## config.mk

```make
export PLATFORM = sky130hd
export DESIGN_NAME = bf_mean
export DESIGN_NICKNAME = d
export VERILOG_FILES = /design/src/hw/rtl/bf_pkg.sv /design/src/hw/rtl/bf_mean.sv
export SDC_FILE = /design/constraint.sdc
export NUM_CORES = 1
export LEC_CHECK = 0
export BUFFER_PORTS_ARGS = -buffer_cell sky130_fd_sc_hd__buf_2
export CAP_MARGIN = 15
export CORE_ASPECT_RATIO = 0.5
export CORE_MARGIN = 3
export CORE_UTILIZATION = 55
export CTS_CLUSTER_DIAMETER = 60
export DETAILED_ROUTE_END_ITERATION = 16
export PLACE_DENSITY = 0.76
export SYNTH_ARGS = -nofsm -noshare
export SYNTH_HDL_FRONTEND = slang
export SYNTH_SLANG_ARGS = --single-unit
```

## constraint.sdc

```tcl
create_clock -name clk -period 13.12 [get_ports clk]
set_input_delay 0.656 -clock clk [delete_from_list [all_inputs] [get_ports clk]]
set_output_delay 0.656 -clock clk [all_outputs]
set_load 0.03 [all_outputs]
```

## src/hw/rtl/bf_pkg.sv

```systemverilog
// shared types and constants of the 3x3 box filter
package bf_pkg;

	// sample format, signed q8.8
	localparam int SAMPLE_W = 16;

	// line buffer depth default
	localparam int MAX_COLS_DEF = 1024;

	// register widths
	localparam int ROWS_W = 16;
	localparam int COLS_W = 11;

	// row position runs up to rows + 1 during the drain phase
	localparam int ROW_W = ROWS_W + 1;

	// mean datapath widths
	localparam int RSUM_W = SAMPLE_W + 2;
	localparam int SUM_W = SAMPLE_W + 4;
	localparam int MAG_W = SAMPLE_W + 3;
	localparam int QUO_W = SAMPLE_W;

	// divide by 9 as multiply by a rounded-up reciprocal, exact for magnitudes below 2**MAG_W
	localparam int DIV_SHIFT = MAG_W + 3;
	localparam int DIVM_W = MAG_W;
	localparam logic [DIVM_W-1:0] DIV_MUL = DIVM_W'(((1 << DIV_SHIFT) + 8) / 9);
	localparam int PROD_W = MAG_W + DIVM_W;

	typedef logic signed [SAMPLE_W-1:0] sample_t;

	// per-item control that travels beside the window data
	typedef struct packed {
		logic valid;
		logic border;
		logic last;
	} tag_t;

endpackage

```

## src/hw/rtl/bf_mean.sv

```systemverilog
// window sum, divide by nine and border select, ending in the output register
module bf_mean import bf_pkg::*; (
	input  logic    clk,
	input  logic    arst_n,
	input  logic    en,
	input  tag_t    tag_i,
	input  sample_t win [9],
	output logic    valid,
	output sample_t value,
	output logic    last
);

	tag_t tag_s3, tag_s4, tag_s5;
	logic signed [RSUM_W-1:0] rsum_s3 [3];
	sample_t ctr_s3, ctr_s4, ctr_s5;
	logic [MAG_W-1:0] mag_s4;
	logic neg_s4, neg_s5;
	logic [PROD_W-1:0] prod_s5;
	logic out_valid_q, last_q;
	sample_t value_q;

	logic signed [SUM_W-1:0] sum;
	logic [SUM_W-1:0] abs_sum;
	logic [QUO_W-1:0] quo;
	sample_t mean;

	always_comb begin
		sum = SUM_W'(rsum_s3[0]) + SUM_W'(rsum_s3[1]) + SUM_W'(rsum_s3[2]);
		abs_sum = sum[SUM_W-1] ? SUM_W'(-sum) : SUM_W'(sum);
		quo = prod_s5[DIV_SHIFT +: QUO_W];
		// truncation toward zero: divide the magnitude, then restore the sign
		mean = neg_s5 ? sample_t'(-quo) : sample_t'(quo);
	end

	always_ff @(posedge clk or negedge arst_n) begin
		if (!arst_n) begin
			tag_s3 <= '0;
			tag_s4 <= '0;
			tag_s5 <= '0;
			out_valid_q <= 1'b0;
			last_q <= 1'b0;
		end else if (en) begin
			tag_s3 <= tag_i;
			tag_s4 <= tag_s3;
			tag_s5 <= tag_s4;
			out_valid_q <= tag_s5.valid;
			last_q <= tag_s5.last;
		end
	end

	always_ff @(posedge clk) begin
		if (en) begin
			for (int i = 0; i < 3; i++) begin
				rsum_s3[i] <= RSUM_W'(win[3*i]) + RSUM_W'(win[3*i+1]) + RSUM_W'(win[3*i+2]);
			end
			ctr_s3 <= win[4];
			mag_s4 <= abs_sum[MAG_W-1:0];
			neg_s4 <= sum[SUM_W-1];
			ctr_s4 <= ctr_s3;
			prod_s5 <= mag_s4 * DIV_MUL;
			neg_s5 <= neg_s4;
			ctr_s5 <= ctr_s4;
			value_q <= tag_s5.border ? ctr_s5 : mean;
		end
	end

	assign valid = out_valid_q;
	assign value = value_q;
	assign last = last_q;

endmodule

```

Yosys cells after proc, flatten, opt, wreduce, memory -nomap -nowiden:

Memories as Yosys holds them, arrays and structs flattened.
Cells that the tools add are included.

* bits in registers: 133
* logic and storage cells: 36
* input port bits: 150
* RAM bits: 54
* memories kept: 1

Memory list
* rsum_s3: depth 3, width 18, read ports 3, clocked after memory_dff 0, write ports 3, RTL line bf_mean.sv:14 `logic signed [RSUM_W-1:0] rsum_s3 [3];`

* mux-type cells: 5
* add/subtract/negate cells: 10
* $mul: 1

Operator list (number)
* 17-bit by 16-bit adder with 18-bit output: 3
* 16-bit by 16-bit adder with 17-bit output: 3
* 19-bit by 18-bit multiplier with 37-bit output (second input constant): 1
* 16-bit two-way mux: 2
* 19-bit by 18-bit adder with 20-bit output: 1
* 18-bit by 18-bit adder with 19-bit output: 1
* 19-bit two-way mux: 1
* 19-bit negation: 1
* 16-bit negation: 1
* 1-bit two-way mux: 2

Logic depth before layout (Yosys ltp):

An unclocked memory read counts as a cell.

* depth in word-level cells: 5
* mapped depth: 22

Worst setup path before layout:

OpenSTA, ideal clock, no wires.

* path type: flip-flop to flip-flop
* from: register mag_s4[7]
* to: register prod_s5[36], data pin
* cell stages (with the launch flop): 21
* path buffers: 0
* clock period less this slack: 5562 ps
* data arrival time: 5304 ps
* path slack: 7558 ps
* cell sequence: edfxtp_1 > fa_1 > ha_1 > inv_1 > fa_1 > inv_1 > fa_1 > fa_1 > inv_1 > fa_1 > inv_1 > ha_1 > a2111oi_0 > o21ai_0 > o21ai_0 > o211ai_1 > o211ai_1 > a21oi_1 > o31a_1 > nor2_1 > xnor2_1

* longest elaborated chain between the ends: 1

RTL lines
* from (decl): RTL line bf_mean.sv:16 `logic [MAG_W-1:0] mag_s4;`
* from (signal assigned): RTL line bf_mean.sv:57 `mag_s4 <= abs_sum[MAG_W-1:0];`
* 19-bit by 18-bit multiplier with 37-bit output: RTL line bf_mean.sv:60 `prod_s5 <= mag_s4 * DIV_MUL;`
* to (signal assigned): RTL line bf_mean.sv:60
* to (decl): RTL line bf_mean.sv:18 `logic [PROD_W-1:0] prod_s5;`

No other way between the ends.
A chain may end at the register's enable or synchronous reset.

Worst setup path after layout:

* from: register mag_s4[1]
* to: register prod_s5[36], data pin

Same word-level chain as after synthesis.

==> flow_metrics.py <==
metrics = {
    "run_status": {
        "outcome": "finished, final reports clean",
    },
    "global_routing": {
        "track_usage": 0.230,
        "gr-total-overflow": 0,
        "antenna_found_initial": 0,
        "grt_pass1_wl_mm": 52.3,
        "grt_max_degree": 88,
        "grt_pass1_vias": 10500,
    },
    "synthesis": {
        "syn_inst": 1296,
        "syn_nets": 1809,
        "synth_edf_count": 155,
        "synth_top_cell_area_share": 0.311,
        "async_reset_ff_frac": 0.0663,
        "synthTopCellsByArea": "edfxtp_1, fa_1, ha_1",
        "seq_area_frac_synth": 0.329,
        "synth_ff_type": "edfxtp_1",
        "synth_area_per_cell_um2": 11.5,
        "synth_top_area_cell": "edfxtp_1",
        "syn-cell-area_um2": 15000,
        "synth.distinct_cells": 65,
        "ys_ff_latch": 166,
        "ys_warn_count": 0,
    },
    "critical_path": {
        "max_stage_delay_ns": 0.54,
        "critPathMaxFanout": 4,
        "worst-path-buf-inv": 6,
        "criticalPathCategory": "register to register",
        "cp-end-kind": "register",
        "cp-start-kind": "register",
        "worstPathCellList": "inv_1 > fa_1 > inv_1 > ha_1 > inv_1 > fa_1 > inv_1 > fa_1 > fa_1 > inv_1 > fa_1 > inv_1 > ha_1 > a2111oi_0 > o21ai_0 > o21ai_0 > o211ai_1 > o211ai_1 > a21oi_1 > o31a_1 > nor2_1 > xnor2_1",
        "worstPathArrival_ns": 6.53,
        "crit_slowest_cell": "fa_1",
        "cp_common_cell": "inv_1",
        "cp_top_family": "adder cells",
        "worstPathRequired_ns": 13.32,
    },
    "floorplanning": {
        "die_x_um": 239,
        "dieArea_um2": 29300,
        "fp.coreArea_um2": 26000,
        "die_h_um": 123,
        "rows": 41,
        "io_pins": 168,
        "start_util": 0.576,
    },
    "cts": {
        "clock-sinks": 166,
        "cts_resized": 0,
        "clk_pin_slew_ns": 0.07,
        "htree_levels": 4,
        "cts_made_buffers": 17,
        "clk_path_buf_depth": 2,
        "tritoncts": "yes",
        "clk_latency_ns": 0.45,
        "post_cts_buffers": 0,
        "root_buffer": "clkbuf_16",
        "ctsHoldBuffers": 0,
    },
    "run": {
        "max_cap_violations": 0,
    },
    "timing": {
        "report.final.setup_viol": 0,
        "skew_ns": 0.00851,
        "report.final.slew_viol_count": 0,
        "fin_crit_ns": 6.33,
        "maxSlewHeadroom": 0.366,
        "tightest_slew_ns": 0.951,
        "hold_viol": 0,
        "fin_crit_sh": 0.482,
        "finalSetupTns_ns": 0,
        "fmax_mhz": 158,
        "holdWs_ns": 0.0601,
        "grt_setup_unrepaired": "no",
    },
    "placement": {
        "dp_hpwl_mm": 26.9,
        "io_buffers": 167,
        "dpl-instance-area_um2": 16200,
        "gp_congestion": 0.948,
    },
    "routing": {
        "drt_iter0_drc": 696,
        "vias_per_cell": 5.50,
        "routed_wl_mm": 31.9,
        "firstDrtPassIters": 7,
        "wl_per_cell_um": 17.4,
        "antenna_left": 0,
        "dr_total_vias": 10100,
        "drc": 0,
    },
    "finish": {
        "layout_common_cells": "ha_1, inv_1, buf_2",
        "final_core_util": 0.647,
        "drive_gt1_frac": 0.155,
        "nets": 1986,
        "final_common_cell": "ha_1",
        "syn2layout_area_growth_pct": 12.3,
        "insertedDiodeCount": 0,
        "fin_area_um2": 16800,
    },
    "min_path": {
        "hold_class": "input pin to async pin",
    },
}
## registers in the layout, indices dropped and copies added (netlist names), 3 cells and up
register,flops
rsum_s3,54
mag_s4,19
ctr_s3,16
ctr_s4,16
ctr_s5,16
prod_s5,16
value,16
tag_s3,3
tag_s4,3
tag_s5,3
## routing by layer
metal	GRT usage	share of wire
met1	0.312	0.46
met2	0.392	0.48
met3	0.0339	0.042
met4	0.0630	0.017
met5	0	0
## cell type report
| class | count | area, um2 |
|---|---|---|
| Clock buffer | 17 | 425 |
| Clock inverter | 15 | 174 |
| Fill cell | 2005 | 9160 |
| Inverter | 197 | 739 |
| Multi-Input combinational cell | 923 | 9250 |
| Sequential cell | 166 | 4930 |
| Tap cell | 344 | 430 |
| Timing Repair Buffer | 168 | 850 |
## Yosys cell counts (3+ instances only)
master and instances:
a2111oi_0 5, a211o_1 8, a211oi_1 5, a21boi_0 5
a21o_1 20, a21oi_1 50, a221oi_1 3, a311o_1 3
a31o_2 4, and3_1 8, buf_2 3, clkbuf_1 5
dfrtp_1 11, edfxtp_1 155, fa_1 153, ha_1 210
inv_1 197, mux2_2 12, mux2i_1 3, nand2_1 74
nand2b_1 11, nand3_1 25, nand4_1 5, nor2_1 52
nor2b_1 11, nor3_1 21, nor3b_1 6, nor4_1 3
o211ai_1 7, o21a_1 4, o21ai_0 59, o21ai_1 3
o22ai_1 3, o31ai_1 3, or3_1 11, xnor2_1 59
xor2_1 43
## cells by family (layout without fill, tap and decap cells)
kind of cell | Yosys count | count (layout) | share of synthesized area
fa+ha+maj | 363 | 363 | 0.380
simple gates | 239 | 239 | 0.0772
buf+inv | 207 | 397 | 0.0523
compound gates | 204 | 204 | 0.0901
flops | 166 | 166 | 0.329
xor+xnor | 102 | 102 | 0.0597
mux | 15 | 15 | 0.0110
## worst paths after layout
kind / slack (ns) / end / start / cells past startpoint
worst max-delay path: 6.79 / prod_s5[36]$_DFFE_PP_ / mag_s4[1]$_DFFE_PP_ / 22
worst min-delay path: 0.06 / tag_s4[0]$_DFFE_PN0P_ / arst_n / 1
worst max register to register: 6.79 / prod_s5[36]$_DFFE_PP_ / mag_s4[1]$_DFFE_PP_ / 22
worst min register to register: 0.42 / ctr_s5[14]$_DFFE_PP_ / ctr_s4[14]$_DFFE_PP_ / 0
max in group asynchronous: 12.86 / tag_s5[0]$_DFFE_PN0P_ / arst_n / 1
min in group clk: 0.40 / ctr_s3[0]$_DFFE_PP_ / win[64] / 1
## metrics by stage
step / setup slack (ns) / cells
after global routing: 6.36 / 1830
after CTS: 6.79 / 1830
after detailed placement: 6.91 / 1798
after global placement: 6.91 / 1798
final: 6.79 / 1830
after floorplan: 7.56 / 1296
Power is not shown: default switching activity piles up to over one toggle a cycle in this logic, so the estimate is an artifact.
