==> src/hw/rtl/bf_pkg.sv <==
// shared types and constants of the 3x3 box filter
package bf_pkg;

	// sample format, signed q8.8
	localparam int SAMPLE_W = 16;

	// line buffer depth default
	localparam int MAX_COLS_DEF = 1024;

	// register widths
	localparam int ROWS_W = 16;
	localparam int COLS_W = 11;

	// row position runs up to rows + 1 during the drain phase
	localparam int ROW_W = ROWS_W + 1;

	// mean datapath widths
	localparam int RSUM_W = SAMPLE_W + 2;
	localparam int SUM_W = SAMPLE_W + 4;
	localparam int MAG_W = SAMPLE_W + 3;
	localparam int QUO_W = SAMPLE_W;

	// divide by 9 as multiply by a rounded-up reciprocal, exact for magnitudes below 2**MAG_W
	localparam int DIV_SHIFT = MAG_W + 3;
	localparam int DIVM_W = MAG_W;
	localparam logic [DIVM_W-1:0] DIV_MUL = DIVM_W'(((1 << DIV_SHIFT) + 8) / 9);
	localparam int PROD_W = MAG_W + DIVM_W;

	typedef logic signed [SAMPLE_W-1:0] sample_t;

	// per-item control that travels beside the window data
	typedef struct packed {
		logic valid;
		logic border;
		logic last;
	} tag_t;

endpackage

==> src/hw/rtl/bf_cell.sv <==
// one window cell: holds a sample and hands it to its left neighbor on shift
module bf_cell import bf_pkg::*; (
	input  logic    clk,
	input  logic    arst_n,
	input  logic    clr,
	input  logic    shift,
	input  sample_t din,
	output sample_t dout
);

	sample_t data_q;

	always_ff @(posedge clk or negedge arst_n) begin
		if (!arst_n) begin
			data_q <= '0;
		end else if (clr) begin
			data_q <= '0;
		end else if (shift) begin
			data_q <= din;
		end
	end

	assign dout = data_q;

endmodule

==> config.mk <==
export PLATFORM = sky130hd
export DESIGN_NAME = bf_cell
export DESIGN_NICKNAME = d
export VERILOG_FILES = /design/src/hw/rtl/bf_pkg.sv /design/src/hw/rtl/bf_cell.sv
export SDC_FILE = /design/constraint.sdc
export NUM_CORES = 1
export LEC_CHECK = 0
export ABC_AREA = 1
export BUFFER_PORTS_ARGS = -buffer_cell sky130_fd_sc_hd__buf_2
export CAP_MARGIN = 20
export CORE_UTILIZATION = 33
export CTS_CLUSTER_DIAMETER = 40
export DETAILED_ROUTE_END_ITERATION = 8
export MAX_ROUTING_LAYER = met4
export SYNTH_ARGS = -nofsm -noshare
export SYNTH_HDL_FRONTEND = slang
export SYNTH_SLANG_ARGS = --single-unit
==> constraint.sdc <==
create_clock -name clk -period 1.54 [get_ports clk]
set_input_delay 0.154 -clock clk [delete_from_list [all_inputs] [get_ports clk]]
set_output_delay 0.154 -clock clk [all_outputs]
set_load 0.1 [all_outputs]
; ---- Word level (Yosys, flattened, before mapping)
; Cells that the tools add are included.
[op_classes]
muxes = 2
reduce_logical = 1
[op_table]
columns = cell, n
row1 = $mux 16, 2
row2 = $reduce_bool 2->1, 1
[totals]
regBits = 16
inputBits = 20
out_inout_bits = 16

; ---- Depth between registers and ports, before layout
; Gate-level depths: netlist (run 1).
[logic_depth]
depth_word = 2
depth_mapped = 5

; ---- Least setup slack after synthesis (run 1)
; No wires, ideal clock.
[synth_path]
path_type = register to register
from = register dout[0] (netlist name)
to = register data_q[0] (netlist: dout[0])
setup_ns = 0.067
arrival_time_ns = 1.079
required_ns = 1.473
path_slack_ns = 0.394
stages_incl_launch_ff = 3
path_buffers = 0
period_less_slack_ns = 1.146
path_cell_list = dfrtp_1 > nand2_1 > nand2_1
[synth_rtl]
columns = item, line
row1 = end signal: assignment, bf_cell.sv:19  ; data_q <= din;
row2 = end: declaration, bf_cell.sv:11  ; sample_t data_q;

; ---- Final worst setup path (run 1)
[layout_path]
from = register data_q[2] (netlist: dout[2])
to = output port dout[2]
[layout_rtl]
columns = item, line
row1 = end: declaration, bf_cell.sv:8  ; output sample_t dout
; No word-level cell between the ends.

==> metrics.txt, run 1 <==
crit start category register; Seq cells post-synth 16; post-detail-place hpwl between 1000 and 1500 um; gr usage total 15.24%; worst r2r src dout[15]; Fmax approximately 800 MHz; hold endpoint dout[2]; Layout Cells excl Fill 131; sequential area share after synthesis 61.78%; critical path peak fanout 2; crit path time final approximately 1200 ps; Syn Nets 90; Synth Instances 70; Final Hold Vio Count 0; Netlist Area Pre-Place 648.1 sq um; clock latency on the worst-skew pair around 280 ps; area of the multi-input gates 211.5 sq um; peak supply drop 0.5422 mV; first-pass iteration count of the detailed router 4; total setup buffers inserted after CTS 0; # H-tree levels 1; area growth from synthesis to layout 33.98%; CTS tree done; status finished clean; top cell type's share of synthesized area 61.78%; share of post-route cells with drive strength above 1 between 30% and 40%; Slew @ Worst Pin 491.7 ps; Yosys warning count 0; critical path, cell by cell buf_2; worst hold path type input pin to register; CP Capture Type primary output; final max-slew violation count 0; Layout Skew 0 ps; max cap viols 0; drt via density 4.542; final setup margin 307.7 ps; total CTS buffers 3; ANT cells 0; GP Congestion 0.7213; I/O Pins 36; area occupied by registers 400.4 sq um; hold wc startpoint din[2]; antenna-violating nets left 0; synth top area cells dfrtp_1 (62%), nand2_1 (19%), nand3_1 (12%); Setup TNS 0 ps; critical path data arrival time 1080 ps; Core ar. 1783 sq um; CTS Buffer Depth 2; IO buf count 35; final worst-path cycle share ~80%; Worst Setup Path Type register to primary output; drt drc 0; CTS root buf clkbuf_4; DRT iter0 DRCs 14; final setup fails 0; vias in the first global route between 500 and 600; initial antenna violation count 0; Worst Path Required roughly 1400 ps; top cells by count, synth nand2_1 (32), dfrtp_1 (16), nand3_1 (16), buf_2 (2), buf_6 (2); average wire per cell in the routed design 10.81 um; R2R Setup Slk between 900 and 1000 ps; first-pass GRT wire length around 2200 um; max FFs per register 16; hold path cells 3; Primary FF master, synth dfrtp_1; CP delay by family, top buffers and inverters; Synth async-reset ratio 100.0%; Worst Reg-to-Reg Cells 2; count leader, synth nand2_1; Rel. slew slack 67.44%; dominant cell type by area after synthesis dfrtp_1; Die H between 40 and 50 um; RSZ-0062 raised after global routing no; Final nets 127; Pwr per Cell Area 1159 nW/um^2; worst hold margin 94.32 ps; die area 2145 sq um; DIE WIDTH around 46 um; number of clock sinks 16; Worst path slowest cell buf_2; pin count of the biggest net entering global routing 18; EDFF count, synth 0; Buf/Inv on CP 1; DR vias slightly below 600; WL final between 1000 and 1500 um; worst r2r dst dout[15]; total power 1007 uW; Unique masters post-synth 7; worst slack at placement 568.8 ps; row cnt 15; Mean Syn Cell Area 9.259 sq um; GRT overflow 0; P_leak 0.0005312 uW; Starting Density 36.35%; Clock Pin Slew Worst Setup and Hold Paths 90 ps; placed cell count 126; Filler Cell Count 179; Largest stage delay, worst path 430 ps
==> cells in the final DEF, fill, tap and decap left out, drive strengths merged <==
cell / instances
nand2: 32
nand3: 16
inv: 1
dlygate4sd3: 1
clkbuf: 4
dfrtp: 16
nor2: 1
buf: 35
==> layout make-up <==
type                    count  share of cell area (%)
well taps                  25                   3.602
flip-flops and latches     16                   46.11
repair buffers             36                   21.33
multi-input cells          49                   24.35
clock buffers               4                   4.179
inverters                   1                  0.4323
==> where the power goes <==
group | switching (uW) | total [uW] | leakage (uW) | internal, uW
sequential | 11.1 | 454 | 0.000213 | 443
clock | 129 | 273 | 0.0000210 | 144
combinational | 232 | 280 | 0.000297 | 47.3
total | 373 | 1010 | 0.000531 | 634
==> worst min-delay path: cells and delay by family <==
kind,cells,cell delay (ps)
buf+inv,1,80
simple gates,2,120
==> how the worst max path moves through the flow <==
stage                        start       end  slack [ps]  cells past startpoint
after floorplan            dout[0]   dout[0]         390                      2
after global placement       shift   dout[6]         590                      4
after detailed placement     shift   dout[5]         570                      4
after CTS                 dout[15]  dout[15]         290                      1
after global routing      dout[15]  dout[15]         250                      1
final                      dout[2]   dout[2]         310                      1
==> routing by layer <==
| metal | GRT usage (%) | up-vias | wire length [um] |
|---|---|---|---|
| met4 | 7.059 | 0 | 4 |
| li1 | - | 298 | - |
| met5 | - | - | 0 |
| met1 | 20.84 | 267 | 718 |
| met2 | 21.11 | 28 | 611 |
| met3 | 3.529 | 2 | 82 |
==> cells by family after synthesis <==
family	share of synthesized area, %
buffers and inverters	5.598
flip-flops	61.78
AND/OR/NAND/NOR	32.63
==> stage by stage <==
step,utilization (%),area [sq um]
CTS,48.70,868.3
finish,48.70,868.3
global placement,46.11,822.0
global route,48.70,868.3
detailed placement,46.11,822.0
floorplan,-,648.1
==> what timing repair did <==
action                    in CTS  in global routing
gates resized for setup        0                  0
hold buffers                   1                  0
hold endpoints to repair      16                  0
Note: power is estimated with default switching activity, not from simulation.
==> run 2, diff against run 1 <==
- clock period: 1.54 -> 1 ns (I/O delays scaled with it)
==> run 2 against run 1 <==
Critical path depth did not move. Via count shrank 0.50%. Total power up 68%. Register-to-register slack got worse by 580 ps. Final cell count increased by 0.76%. Utilization rose by 15 points. Routed wire length up 4.0%. Count of clock-buffer cells in the layout is the same.
==> metrics.txt, run 2 (synthesis results as in run 1) <==
# H-tree levels 1 (unchanged); Buf/Inv on CP 1 (unchanged); critical path, cell by cell buf_12 (was buf_2); CP delay by family, top flip-flops (was buffers and inverters); Worst path slowest cell dfrtp_2 (was buf_2); Clock Pin Slew Worst Setup and Hold Paths 90 ps (about the same); number of clock sinks 16 (unchanged); CTS root buf clkbuf_4 (unchanged); Worst Setup Path Type register to primary output (unchanged); post-detail-place hpwl 1114 um (was 1004 um); crit start category register (unchanged); die area 2145 sq um (unchanged); most frequent cells in the layout nand2_1 (32), buf_2 (19), nand3_1 (16), dfrtp_2 (16), buf_12 (16) (was buf_2 (35), nand2_1 (32), nand3_1 (16), dfrtp_1 (16), clkbuf_4 (3)); worst hold path type input pin to register (unchanged); DIE WIDTH 46.32 um (unchanged); Post-DP Area 1090 sq um (was 822.0 sq um); DR vias 592 (was 595); Post-CTS Resized 0 (unchanged); Layout Skew 0 ps (unchanged); max FFs per register 16 (unchanged); Core ar. 1783 sq um (unchanged); area of the multi-input gates 211.5 sq um (unchanged); RSZ-0062 raised after global routing yes (was no); WL final 1472 um (was 1416 um); drt via density 4.485 (was 4.542); crit path time final 986.9 ps; Largest stage delay, worst path 440 ps (was 430 ps); final worst-path cycle share 98.69%; average wire per cell in the routed design 11.15 um (was 10.81 um); GP Congestion 0.7574 (was 0.7213); Final Hold Vio Count 0 (unchanged); Util after Layout 63.72% (was 48.70%); ANT cells 0 (unchanged); Final nets 128 (was 127); Setup TNS 0 ps (unchanged); first-pass GRT wire length 2277 um (was 2173 um); Fmax 1013 MHz; Slew @ Worst Pin 360.5 ps (was 491.7 ps); final setup fails 0 (unchanged); Starting Density 36.35% (unchanged); hold wc startpoint din[14] (was din[2]); CTS tree done (unchanged); vias in the first global route 523 (was 508); CP Capture Type primary output (unchanged); critical path data arrival time 890 ps (was 1080 ps); initial antenna violation count 0 (unchanged); Rel. slew slack 75.91% (was 67.44%); GRT overflow 0 (unchanged); Worst Path Required 900 ps (was 1390 ps); most common cell after layout, fill and taps aside nand2_1 (was buf_2); pin count of the biggest net entering global routing 17 (was 18); row cnt 15 (unchanged); antenna-violating nets left 0 (unchanged); gr usage total 15.26% (was 15.24%); peak supply drop 0.8259 mV (was 0.5422 mV); total setup buffers inserted after CTS 0 (unchanged); Filler Cell Count 156 (was 179); worst r2r src dout[1] (was dout[15]); area growth from synthesis to layout 75.29% (was 33.98%); drt drc 0 (unchanged); Pwr per Cell Area 1489 nW/um^2 (was 1159 nW/um^2); Post-Layout Inst Area 1136 sq um (was 868.3 sq um); I/O Pins 36 (unchanged); IO buf count 35 (unchanged); CTS Buffer Depth 2 (unchanged); worst hold margin 50.81 ps (was 94.32 ps); clock latency on the worst-skew pair 270 ps (was 280 ps); DRT iter0 DRCs 8 (was 14); Die H 46.32 um (unchanged); first-pass iteration count of the detailed router 3 (was 4); area occupied by registers 420.4 sq um (was 400.4 sq um); critical path peak fanout 2 (unchanged); Critical path origin dout[7] (was dout[2]); max cap viols 0 (unchanged); final max-slew violation count 0 (unchanged); status finished clean (unchanged); P_leak 0.0005681 uW (was 0.0005312 uW); share of post-route cells with drive strength above 1 54.21% (was 38.68%); total CTS buffers 3 (unchanged)
[run 2: cell types whose count changed in the layout (fill, tap and decap cells not counted), sizes merged]
cell and change:
buf +1
[run 2: cell type report]
| cell class | count | area share [%] |
|---|---|---|
| sequential | 16 | 37.00 |
| timing repair buffer | 37 | 38.11 |
| inverter | 1 | 0.3304 |
| clock buffer | 4 | 3.194 |
| tap | 25 | 2.753 |
| multi-input combinational | 49 | 18.61 |
[run 2: per-stage QoR]
stage	worst slack, ps	instances	power (uW)
2_1_floorplan	120.1	70	1055
3_3_place_gp	249.3	127	1286
3_5_place_dp	185.7	127	1293
4_1_cts	4.390	132	1709
5_1_grt	-25.70	132	1767
6_report	13.13	132	1692
[run 2: worst paths after layout]
kind | end | slack, ps | cells after the start
max in group asynchronous | dout[0] | 470 | 2
setup reg to reg | dout[1] | 340 | 2
min in group asynchronous | dout[7] | 250 | 2
hold / removal | dout[14] | 50 | 3
setup / recovery | dout[7] | 10 | 1
hold reg to reg | dout[12] | 520 | 2
[run 2: power by group]
group	internal, uW	leakage, uW	total [uW]	switching, uW
sequential	690	0.000189	730	40.5
clock	221	0.0000210	413	192
combinational	191	0.000358	549	358
total	1100	0.000568	1690	591
[run 2: repair_timing]
item                                    in CTS  in global routing
hold buffers                                 1                  0
endpoints found under the hold margin       16                  0
endpoints found under the setup margin       0                 16
[run 2: routing by layer]
| layer | GRT usage (%) | vias up | wire [um] |
|---|---|---|---|
| li1 | - | 295 | - |
| met2 | 23.61 | 28 | 682 |
| met4 | 1.765 | 0 | 0 |
| met3 | 3.922 | 0 | 91 |
| met5 | - | - | 0 |
| met1 | 20.70 | 269 | 698 |
==> run 3, diff against run 2 <==
- CORE_UTILIZATION: 33 -> 37
- PLACE_DENSITY: default -> 0.71
==> run 3 against run 2 <==
The run now ends with DRC left. Global-route usage is 3.3 points higher. Clock power fell by 22%. Critical endpoint is now dout[3]. Register-to-register slack got worse by 110 ps. Critical path depth unchanged.
==> metrics.txt, run 3 (synthesis results as in run 1) <==
status finished with violations (was finished clean); violated checks DRC; average wire per cell in the routed design 12.19 um (was 11.15 um); DRT iter0 DRCs 25 (was 8); GRT overflow 0 (unchanged); Largest stage delay, worst path 440 ps (about the same); # H-tree levels 1 (unchanged); critical path, cell by cell buf_12 (unchanged); crit start category register (unchanged); drt drc 4 (was 0); post-detail-place hpwl 1094 um (was 1114 um); first-pass iteration count of the detailed router 6 (was 3); CTS root buf clkbuf_4 (unchanged); number of clock sinks 16 (unchanged); Slew @ Worst Pin 347.6 ps (was 360.5 ps); Starting Density 41.11% (was 36.35%); CP Capture Type primary output (unchanged); Rel. slew slack 76.77% (was 75.91%); CTS Buffer Depth 2 (unchanged); final setup margin 15.10 ps (was 13.13 ps); critical path data arrival time 880 ps (was 890 ps); max cap viols 0 (unchanged); row cnt 14 (was 15); P_leak 0.0005661 uW (was 0.0005681 uW); worst slack at placement 210.8 ps (was 185.7 ps); area growth from synthesis to layout 72.59% (was 75.29%); Layout Skew 0 ps (unchanged); Pwr per Cell Area 1434 nW/um^2 (was 1489 nW/um^2); GP Congestion 0.7438 (was 0.7574); antenna-violating nets left 0 (unchanged); DR vias 603 (was 592); drt via density 4.902 (was 4.485); ANT cells 0 (unchanged); Final nets 129 (was 128); area of the multi-input gates 211.5 sq um (unchanged); CP delay by family, top flip-flops (unchanged); Util after Layout 70.95% (was 63.72%); DIE WIDTH 43.86 um (was 46.32 um); Core ar. 1577 sq um (was 1783 sq um); Die H 43.86 um (was 46.32 um); worst hold path type input pin to register (unchanged); I/O Pins 36 (unchanged); Worst Path Required 900 ps (about the same); initial antenna violation count 0 (unchanged); peak supply drop 0.7637 mV (was 0.8259 mV); RSZ-0062 raised after global routing yes (unchanged); CTS tree done (unchanged); first-pass GRT wire length 2415 um (was 2277 um); Worst path depth 1 (unchanged); die area 1923 sq um (was 2145 sq um); most common cell after layout, fill and taps aside nand2_1 (unchanged); vias in the first global route 530 (was 523); most frequent cells in the layout nand2_1 (32), buf_2 (19), nand3_1 (16), dfrtp_2 (16), buf_12 (16) (unchanged); WL final 1499 um (was 1472 um); max FFs per register 16 (unchanged); hold path cells 3 (unchanged); Clock Pin Slew Worst Setup and Hold Paths 90 ps (about the same); final max-slew violation count 0 (unchanged); Worst path slowest cell dfrtp_2 (unchanged); IO buf count 35 (unchanged); pin count of the biggest net entering global routing 17 (unchanged); final worst-path cycle share 98.49% (was 98.69%); share of post-route cells with drive strength above 1 54.21% (unchanged); area occupied by registers 420.4 sq um (unchanged); Worst Setup Path Type register to primary output (unchanged); clock latency on the worst-skew pair 270 ps (about the same); Fmax 1015 MHz (was 1013 MHz); Final Hold Vio Count 0 (unchanged); crit path time final 984.9 ps (was 986.9 ps); Filler Cell Count 126 (was 156); gr usage total 18.59% (was 15.26%); Worst Reg-to-Reg Cells 3 (was 2); critical path peak fanout 2 (unchanged); final setup fails 0 (unchanged); Buf/Inv on CP 1 (unchanged); total CTS buffers 3 (unchanged)
==> run 3: per-layer routing <==
layer / global-route usage [%] / part of all wire (%)
met1: 23.91 / 45
met2: 25.37 / 47
met3: 6.250 / 7.7
met4: 10.91 / 0.67
met5: - / 0
==> run 3: final timing paths <==
check | from | endpoint | slack (ps)
max reg2reg | dout[13] | dout[13] | 230
min | din[2] | dout[2] | 50
min in group asynchronous | arst_n | dout[5] | 270
max | dout[3] | dout[3] | 20
min reg2reg | dout[10] | dout[10] | 520
max in group asynchronous | arst_n | dout[10] | 460
==> run 3: layout make-up <==
| class | instances | share of cell area [%] |
|---|---|---|
| Tap cell | 16 | 1.790 |
| Timing Repair Buffer | 38 | 39.37 |
| Sequential cell | 16 | 37.58 |
| Inverter | 1 | 0.3356 |
| Multi-Input combinational cell | 49 | 18.90 |
| Clock buffer | 3 | 2.013 |
==> run 3: timing repair <==
| action | 4_1_cts | 5_1_grt |
|---|---|---|
| endpoints found under the setup margin | 1 | 16 |
| setup buffers | 0 | 1 |
| resized for setup | 0 | 0 |
| hold endpoints to repair | 16 | 0 |
| cloned | 0 | 0 |
| hold buffers | 1 | 0 |
==> run 3: worst reg2reg max path, stage by stage (launching register included) <==
cell,delay (ps)
dfrtp_2,430
buf_4,140
nand2_1,50
nand2_1,50
==> run 3: power breakdown <==
group | total [uW] | internal, uW | switching, uW | leakage, uW
Sequential | 731 | 690 | 41.0 | 0.000189
Clock | 322 | 139 | 183 | 0.0000138
Combinational | 551 | 193 | 358 | 0.000363
==> run 3: per-stage QoR <==
stage | setup TNS [ps] | power [uW] | hold WS [ps] | cells | instance area, sq um
after global placement | 0 | 1284 | 19.17 | 118 | 1079
after CTS | -0.4822 | 1622 | 37.66 | 122 | 1111
after floorplan | 0 | 1055 | -195.6 | 70 | 668.1
after global routing | -386.7 | 1690 | 25.79 | 123 | 1119
final | 0 | 1604 | 49.51 | 123 | 1119
after detailed placement | 0 | 1291 | 27.67 | 118 | 1079
